## src/efi_pkg.sv

```systemverilog
package efi_pkg;

  // Field widths
  localparam int COMP_W    = 32;
  localparam int FRAC_BITS = 28;
  localparam int CNT_W     = 16;
  localparam int MAG_W     = 35;
  localparam int PROD_W    = 2 * COMP_W;

  // Width of |z|^2 before saturation: two truncated squares plus a carry
  localparam int MAG_FULL_W = PROD_W - FRAC_BITS + 1;

  // Widths of the update sums: shifted product plus sign-extended constant
  localparam int RE_SUM_W = PROD_W - FRAC_BITS + 1;
  localparam int IM_SUM_W = PROD_W - FRAC_BITS + 2;

  // Escape radius squared, 4.0 in the fixed-point format
  localparam logic [MAG_FULL_W-1:0] FOUR = MAG_FULL_W'(4) << FRAC_BITS;

  localparam logic [MAG_W-1:0] MAG_MAX = '1;

  localparam logic signed [COMP_W-1:0] COMP_MAX = {1'b0, {(COMP_W-1){1'b1}}};
  localparam logic signed [COMP_W-1:0] COMP_MIN = {1'b1, {(COMP_W-1){1'b0}}};

  localparam logic [CNT_W-1:0] LIMIT_RESET = CNT_W'(256);

  // Input point transaction
  typedef struct packed {
    logic signed [COMP_W-1:0] start_re;
    logic signed [COMP_W-1:0] start_im;
    logic signed [COMP_W-1:0] const_re;
    logic signed [COMP_W-1:0] const_im;
  } pt_t;

  // Result transaction
  typedef struct packed {
    logic        [CNT_W-1:0]  escape_count;
    logic signed [COMP_W-1:0] final_re;
    logic signed [COMP_W-1:0] final_im;
    logic        [MAG_W-1:0]  final_mag_sq;
  } res_t;

endpackage

```

## src/escape_time_fractal_iterator_top.sv

```systemverilog
// Channel  Direction  Handshake          Payload
// pt       in         pt_valid/pt_stall  pt_data  (efi_pkg::pt_t: z0 and c)
// res      out        res_valid/res_stall res_data (efi_pkg::res_t)
// cfg      in         cfg_valid/cfg_ready cfg_data (iteration_limit)
//
// From acceptance to a loaded result, each square-add step of a point is
// three passes through the one shared 32x32 multiplier plus an update
// state. A new point is taken in the cycle after the result is loaded
// into the output register.
// Reset (rst, synchronous) returns the sequencer to idle and the limit to 256.
// A stalled result holds the output register; the sequencer waits to load it.
module escape_time_fractal_iterator_top (
  input  logic                             clk,
  input  logic                             rst,
  input  logic                             pt_valid,
  output logic                             pt_stall,
  input  efi_pkg::pt_t                     pt_data,
  output logic                             res_valid,
  input  logic                             res_stall,
  output efi_pkg::res_t                    res_data,
  input  logic                             cfg_valid,
  output logic                             cfg_ready,
  input  logic [efi_pkg::CNT_W-1:0]        cfg_data
);

  localparam logic [2:0] S_IDLE = 3'd0;
  localparam logic [2:0] S_RR   = 3'd1;
  localparam logic [2:0] S_II   = 3'd2;
  localparam logic [2:0] S_RI   = 3'd3;
  localparam logic [2:0] S_UPD  = 3'd4;
  localparam logic [2:0] S_DONE = 3'd5;

  logic [2:0] state;
  logic [efi_pkg::CNT_W-1:0] limit;
  logic [efi_pkg::CNT_W-1:0] count;
  logic signed [efi_pkg::COMP_W-1:0] re;
  logic signed [efi_pkg::COMP_W-1:0] im;
  logic signed [efi_pkg::COMP_W-1:0] cre;
  logic signed [efi_pkg::COMP_W-1:0] cim;
  logic signed [efi_pkg::PROD_W-1:0] rr;
  logic signed [efi_pkg::PROD_W-1:0] diff;
  logic [efi_pkg::MAG_W-1:0] mag;

  logic signed [efi_pkg::COMP_W-1:0] mul_a;
  logic signed [efi_pkg::COMP_W-1:0] mul_b;
  logic signed [efi_pkg::PROD_W-1:0] product;
  logic signed [efi_pkg::COMP_W-1:0] nre;
  logic signed [efi_pkg::COMP_W-1:0] nim;
  logic [efi_pkg::MAG_FULL_W-1:0] mag_full;
  logic [efi_pkg::MAG_W-1:0] mag_sat;
  logic stop;
  logic res_load;

  assign cfg_ready = 1'b1;
  assign pt_stall  = (state != S_IDLE);
  assign res_load  = (state == S_DONE) && (!res_valid || !res_stall);

  // Select multiplier operands for the current pass
  always_comb begin
    unique case (state)
      S_RR:    begin mul_a = re; mul_b = re; end
      S_II:    begin mul_a = im; mul_b = im; end
      default: begin mul_a = re; mul_b = im; end
    endcase
  end

  efi_mul u_mul (
    .clk     (clk),
    .a       (mul_a),
    .b       (mul_b),
    .product (product)
  );

  efi_upd u_upd (
    .diff (diff),
    .prod (product),
    .cre  (cre),
    .cim  (cim),
    .nre  (nre),
    .nim  (nim)
  );

  // Sum the truncated squares; in S_RI the product holds im*im
  always_comb begin
    mag_full = {1'b0, rr[efi_pkg::PROD_W-1:efi_pkg::FRAC_BITS]}
             + {1'b0, product[efi_pkg::PROD_W-1:efi_pkg::FRAC_BITS]};
    mag_sat  = (|mag_full[efi_pkg::MAG_FULL_W-1:efi_pkg::MAG_W]) ? efi_pkg::MAG_MAX
             : mag_full[efi_pkg::MAG_W-1:0];
    stop     = (mag_full >= efi_pkg::FOUR) || (count >= limit);
  end

  // Hold the iteration limit
  always_ff @(posedge clk) begin
    if (rst) begin
      limit <= efi_pkg::LIMIT_RESET;
    end else if (cfg_valid && cfg_ready) begin
      limit <= cfg_data;
    end
  end

  // Sequence the multiplier passes and the update
  always_ff @(posedge clk) begin
    if (rst) begin
      state <= S_IDLE;
    end else begin
      unique case (state)
        S_IDLE:  if (pt_valid) state <= S_RR;
        S_RR:    state <= S_II;
        S_II:    state <= S_RI;
        S_RI:    state <= stop ? S_DONE : S_UPD;
        S_UPD:   state <= S_RR;
        S_DONE:  if (res_load) state <= S_IDLE;
        default: state <= S_IDLE;
      endcase
    end
  end

  // Datapath registers
  always_ff @(posedge clk) begin
    unique case (state)
      S_IDLE: begin
        re    <= pt_data.start_re;
        im    <= pt_data.start_im;
        cre   <= pt_data.const_re;
        cim   <= pt_data.const_im;
        count <= efi_pkg::CNT_W'(1);
      end
      S_II: rr <= product;
      S_RI: begin
        diff <= rr - product;
        mag  <= mag_sat;
      end
      S_UPD: begin
        re    <= nre;
        im    <= nim;
        count <= count + efi_pkg::CNT_W'(1);
      end
      default: ;
    endcase
  end

  // Drop the result valid once taken, load a finished result
  always_ff @(posedge clk) begin
    if (rst) begin
      res_valid <= 1'b0;
    end else if (res_load) begin
      res_valid <= 1'b1;
    end else if (res_valid && !res_stall) begin
      res_valid <= 1'b0;
    end
  end

  always_ff @(posedge clk) begin
    if (res_load) begin
      res_data.escape_count <= count - efi_pkg::CNT_W'(1);
      res_data.final_re     <= re;
      res_data.final_im     <= im;
      res_data.final_mag_sq <= mag;
    end
  end

endmodule

```

## src/efi_mul.sv

```systemverilog
module efi_mul (
  input  logic                              clk,
  input  logic signed [efi_pkg::COMP_W-1:0] a,
  input  logic signed [efi_pkg::COMP_W-1:0] b,
  output logic signed [efi_pkg::PROD_W-1:0] product
);

  // Register the full-precision signed product
  always_ff @(posedge clk) begin
    product <= a * b;
  end

endmodule

```

## src/efi_upd.sv

```systemverilog
module efi_upd (
  input  logic signed [efi_pkg::PROD_W-1:0] diff,
  input  logic signed [efi_pkg::PROD_W-1:0] prod,
  input  logic signed [efi_pkg::COMP_W-1:0] cre,
  input  logic signed [efi_pkg::COMP_W-1:0] cim,
  output logic signed [efi_pkg::COMP_W-1:0] nre,
  output logic signed [efi_pkg::COMP_W-1:0] nim
);

  logic signed [efi_pkg::RE_SUM_W-1:0] re_sum;
  logic signed [efi_pkg::IM_SUM_W-1:0] im_sum;
  logic [efi_pkg::RE_SUM_W-efi_pkg::COMP_W:0] re_hi;
  logic [efi_pkg::IM_SUM_W-efi_pkg::COMP_W:0] im_hi;

  // Floor-shift the products (arithmetic shift) and add the constant
  always_comb begin
    re_sum = $signed({diff[efi_pkg::PROD_W-1], diff[efi_pkg::PROD_W-1:efi_pkg::FRAC_BITS]})
           + efi_pkg::RE_SUM_W'(cre);
    im_sum = $signed({prod[efi_pkg::PROD_W-1], prod[efi_pkg::PROD_W-1:efi_pkg::FRAC_BITS-1]})
           + efi_pkg::IM_SUM_W'(cim);
  end

  // Saturate each component to the signed component range
  always_comb begin
    re_hi = re_sum[efi_pkg::RE_SUM_W-1:efi_pkg::COMP_W-1];
    im_hi = im_sum[efi_pkg::IM_SUM_W-1:efi_pkg::COMP_W-1];
    if (&re_hi || !(|re_hi)) begin
      nre = re_sum[efi_pkg::COMP_W-1:0];
    end else begin
      nre = re_sum[efi_pkg::RE_SUM_W-1] ? efi_pkg::COMP_MIN : efi_pkg::COMP_MAX;
    end
    if (&im_hi || !(|im_hi)) begin
      nim = im_sum[efi_pkg::COMP_W-1:0];
    end else begin
      nim = im_sum[efi_pkg::IM_SUM_W-1] ? efi_pkg::COMP_MIN : efi_pkg::COMP_MAX;
    end
  end

endmodule

```

## config.mk

```make
export PLATFORM = sky130hd
export DESIGN_NAME = escape_time_fractal_iterator_top
export DESIGN_NICKNAME = d
export VERILOG_FILES = /design/src/efi_pkg.sv /design/src/escape_time_fractal_iterator_top.sv /design/src/efi_mul.sv /design/src/efi_upd.sv
export SDC_FILE = /design/constraint.sdc
export NUM_CORES = 2
export LEC_CHECK = 0
export BUFFER_PORTS_ARGS = -buffer_cell sky130_fd_sc_hd__buf_2
export CORE_MARGIN = 3
export CORE_UTILIZATION = 55
export CTS_CLUSTER_SIZE = 24
export DETAILED_ROUTE_END_ITERATION = 10
export PLACE_DENSITY = 0.72
export RECOVER_POWER = 50
export SLEW_MARGIN = 15
export SYNTH_ARGS = -nofsm -noshare
export SYNTH_HDL_FRONTEND = slang
export SYNTH_SLANG_ARGS = --single-unit
```

## constraint.sdc

```tcl
create_clock -name clk -period 17.3 [get_ports clk]
set_input_delay 1.73 -clock clk [delete_from_list [all_inputs] [get_ports clk]]
set_output_delay 1.73 -clock clk [all_outputs]
set_load 0.005 [all_outputs]
```

==> reports/metrics.cfg <==
[run_status]
status = complete, but fails checks
violations = DRC, capacitance limit, slew limit

[critical_path]
r2r-end = u_mul.product[63]$_DFF_P_
r2r_slack_ns = 5.11
reg2regPathDepth = 26
worstSetupPathType = flip-flop to flip-flop
path_max_fanout = 53
crit_arrival_ns = 12.66
cp_num_buf_inv = 2
critPathCaptureType = flip-flop
crit_end = u_mul.product[63]$_DFF_P_
crit_family = adder cells
cpPeakStageDelay_ns = 1.61
cp_num_cells = 26
startpoint_type = flip-flop
crit_top_cell = fa_1
startpoint = state[1]$_SDFFE_PP0P_
cp_slowest_cell = and2_0
r2r-start = state[1]$_SDFFE_PP0P_
critPathRequiredTime_ns = 17.77

[grt]
antenna_found_initial = 6
grt_usage_pct = 33.2
grt_pass1_vias = 47719
grt_pass1_wl_mm = 283
gr-total-overflow = 0
grt_max_degree = 72

[synth]
synth_top_family_by_area = adder cells
synth.top_cell.area_share_pct = 36.0
synth-async-reset-ratio_pct = 0
syn_inst = 6121
syn-num-nets = 7728
yosys-top-cells-area = fa_1, edfxtp_1, ha_1, inv_1, nor2_1
ys_seq_area_share_pct = 22.4
synth_ff_type = edfxtp_1
synthAdderAreaFrac_pct = 43.7
ys_types = 92
ys_ff_latch = 478
synth_edf_count = 394
synth_area_sq_mm = 0.0604
netlist.top_cell.by_area = fa_1
synthMuxAreaShare_pct = 2.40
avgSynthCellArea_sq_um = 9.87
synth_compound_area_share_pct = 8.02
synth-simple-area-share_pct = 11.9
yosys_warnings = 0
synth-xor-area-share_pct = 3.02

[final_layout]
area_growth_pct = 7.50
multi_input_area_sq_mm = 0.0419
drive_gt1_share_pct = 8.32
seq_area_sq_mm = 0.0135
layout.cells.non_filler = 7714
stdcell_area_sq_mm = 0.0649
fillers = 9077
nets = 7877

[place]
gp_congestion = 0.967
hpwl_mm = 148
port_buffers = 265
placed_cells = 7624
place_area_sq_mm = 0.0633

[sta]
finalClockSkew_ns = 0.0209
min_period_ns = 12.19
hold_violations = 0
fin_tns_setup_ns = 0
max-slew-margin-rel_pct = -221
drv_slew = 316
setup_viol = 0
fin_crit_sh_pct = 70.5
rsz0062_at_grt = no
fmax_mhz = 82.0
tightest_slew_ns = 4.82

[cts]
cts_htree_levels = 2
cts_tree = built
insertion_delay_ns = 0.60
cts_resized = 0
numCtsBuffers = 47
cts.clk_slew.worst_paths_ns = 0.07
cts_root_buffer = clkbuf_16
postCtsHoldBufs = 0
cts_sinks = 478
clock_path_buffers = 3
post_cts_buffers = 0

[job]
cap_violations = 7

[die]
core_area_sq_mm = 0.108
ioPinCount = 267
fp.dieArea_sq_mm = 0.114
die_h_microns = 337
start_util_pct = 55.9
core.rowCount = 120
die_w_microns = 337

[routing]
routed_wl_mm = 185
wl_per_cell_microns = 24.0
drt_iter0_markers = 4594
ant_nets = 0
drc = 2
num_vias = 45779
first_pass_iters = 11
via_per_inst = 5.93

[hold_path]
hold_class = flip-flop to flip-flop

==> flip-flops by register name, indices dropped and copies added (netlist names) <==
register / count
cim: 32
count: 16
cre: 32
diff: 36
im: 32
limit: 16
mag: 35
re: 32
res_data: 115
res_valid: 1
rr: 64
state: 3
u_mul.product: 64
==> layer usage <==
layer	GRT usage (%)	share of wire (%)	up-vias
met2	52.2	45	2462
met4	18.3	7.0	0
met5	0	0	-
li1	-	-	19614
met1	43.4	38	23097
met3	6.84	10	606
==> cells in the mapped netlist, drive strengths merged, types with 10 or more instances <==
master      n
mux2       59
nor2b      21
a2111oi    11
dfxtp      84
mux2i      77
o31ai      12
clkbuf    206
nor3       43
a211oi     20
a221oi     10
or2        22
and2       18
edfxtp    394
buf        32
ha        373
o211ai     25
nand2     616
fa       1085
and4       10
or3        16
and3       26
a21oi     244
o21bai     37
nand4      31
xnor2     151
o21ai     163
nor2      784
a21o      101
a31oi      19
o21a       25
o221ai     10
nand3      57
nand2b     36
xor2       57
inv      1138
nor4       15
==> metrics by stage <==
stage | hold WS (ns) | util, % | setup slack [ns]
finish | 0.414 | 60.1 | 5.11
global route | 0.420 | 60.1 | 4.65
CTS | 0.421 | 60.2 | 6.48
detailed placement | 0.406 | 58.7 | 6.50
global placement | 0.406 | 58.7 | 6.78
floorplan | 0.400 | - | 6.27
==> layout make-up <==
class	count	share of cell area, %
Antenna cell	3	0.0116
Clock buffer	63	2.08
Clock inverter	24	0.453
Inverter	1139	6.59
Multi-Input combinational cell	4266	64.5
Sequential cell	478	20.8
Tap cell	1403	2.70
Timing Repair Buffer	338	2.81
==> how the worst min path moves through the flow <==
stage | from | end | slack (ns) | cells past startpoint
2_1_floorplan | mag[0]$_SDFFCE_PN1P_ | res_data[0]$_DFFE_PP_ | 0.40 | 0
6_report | mag[29]$_SDFFCE_PN1P_ | res_data[29]$_DFFE_PP_ | 0.41 | 0
4_1_cts | mag[29]$_SDFFCE_PN1P_ | res_data[29]$_DFFE_PP_ | 0.42 | 0
3_5_place_dp | mag[29]$_SDFFCE_PN1P_ | res_data[29]$_DFFE_PP_ | 0.41 | 0
5_1_grt | mag[29]$_SDFFCE_PN1P_ | res_data[29]$_DFFE_PP_ | 0.42 | 0
3_3_place_gp | mag[8]$_SDFFCE_PN1P_ | res_data[8]$_DFFE_PP_ | 0.41 | 0
==> layout by cell type, fill, tap and decap left out, drive strengths merged, types with 12 or more instances in the layout <==
master | synthesis | routed
mux2i | 77 | 77
xor2 | 57 | 57
nand3 | 57 | 57
o21ai | 163 | 163
nand2b | 36 | 36
and3 | 26 | 26
nor2 | 784 | 784
mux2 | 59 | 59
edfxtp | 394 | 394
or3 | 16 | 16
a211oi | 20 | 20
o21bai | 37 | 37
nand2 | 616 | 616
or2 | 22 | 22
inv | 1138 | 1143
nand4 | 31 | 31
clkbuf | 206 | 92
o21a | 25 | 25
a21o | 101 | 101
dfxtp | 84 | 84
o211ai | 25 | 25
a31oi | 19 | 19
fa | 1085 | 1085
nor2b | 21 | 21
buf | 32 | 309
a21oi | 244 | 244
nor3 | 43 | 43
xnor2 | 151 | 151
o31ai | 12 | 12
ha | 373 | 373
and2 | 18 | 18
nor4 | 15 | 15
==> cell families (layout without fill, tap and decap cells) <==
family | count (synthesis) | after routing
and+or+nand+nor | 1712 | 1712
adders and majority gates | 1458 | 1458
buffers and inverters | 1377 | 1564
AOI/OAI and AO/OA | 751 | 751
DFF | 478 | 478
xor gates and xnor gates | 208 | 208
muxes | 136 | 136
other | 1 | 4
Power is not shown: default switching activity piles up to over one toggle a cycle in this logic, so the estimate is an artifact.
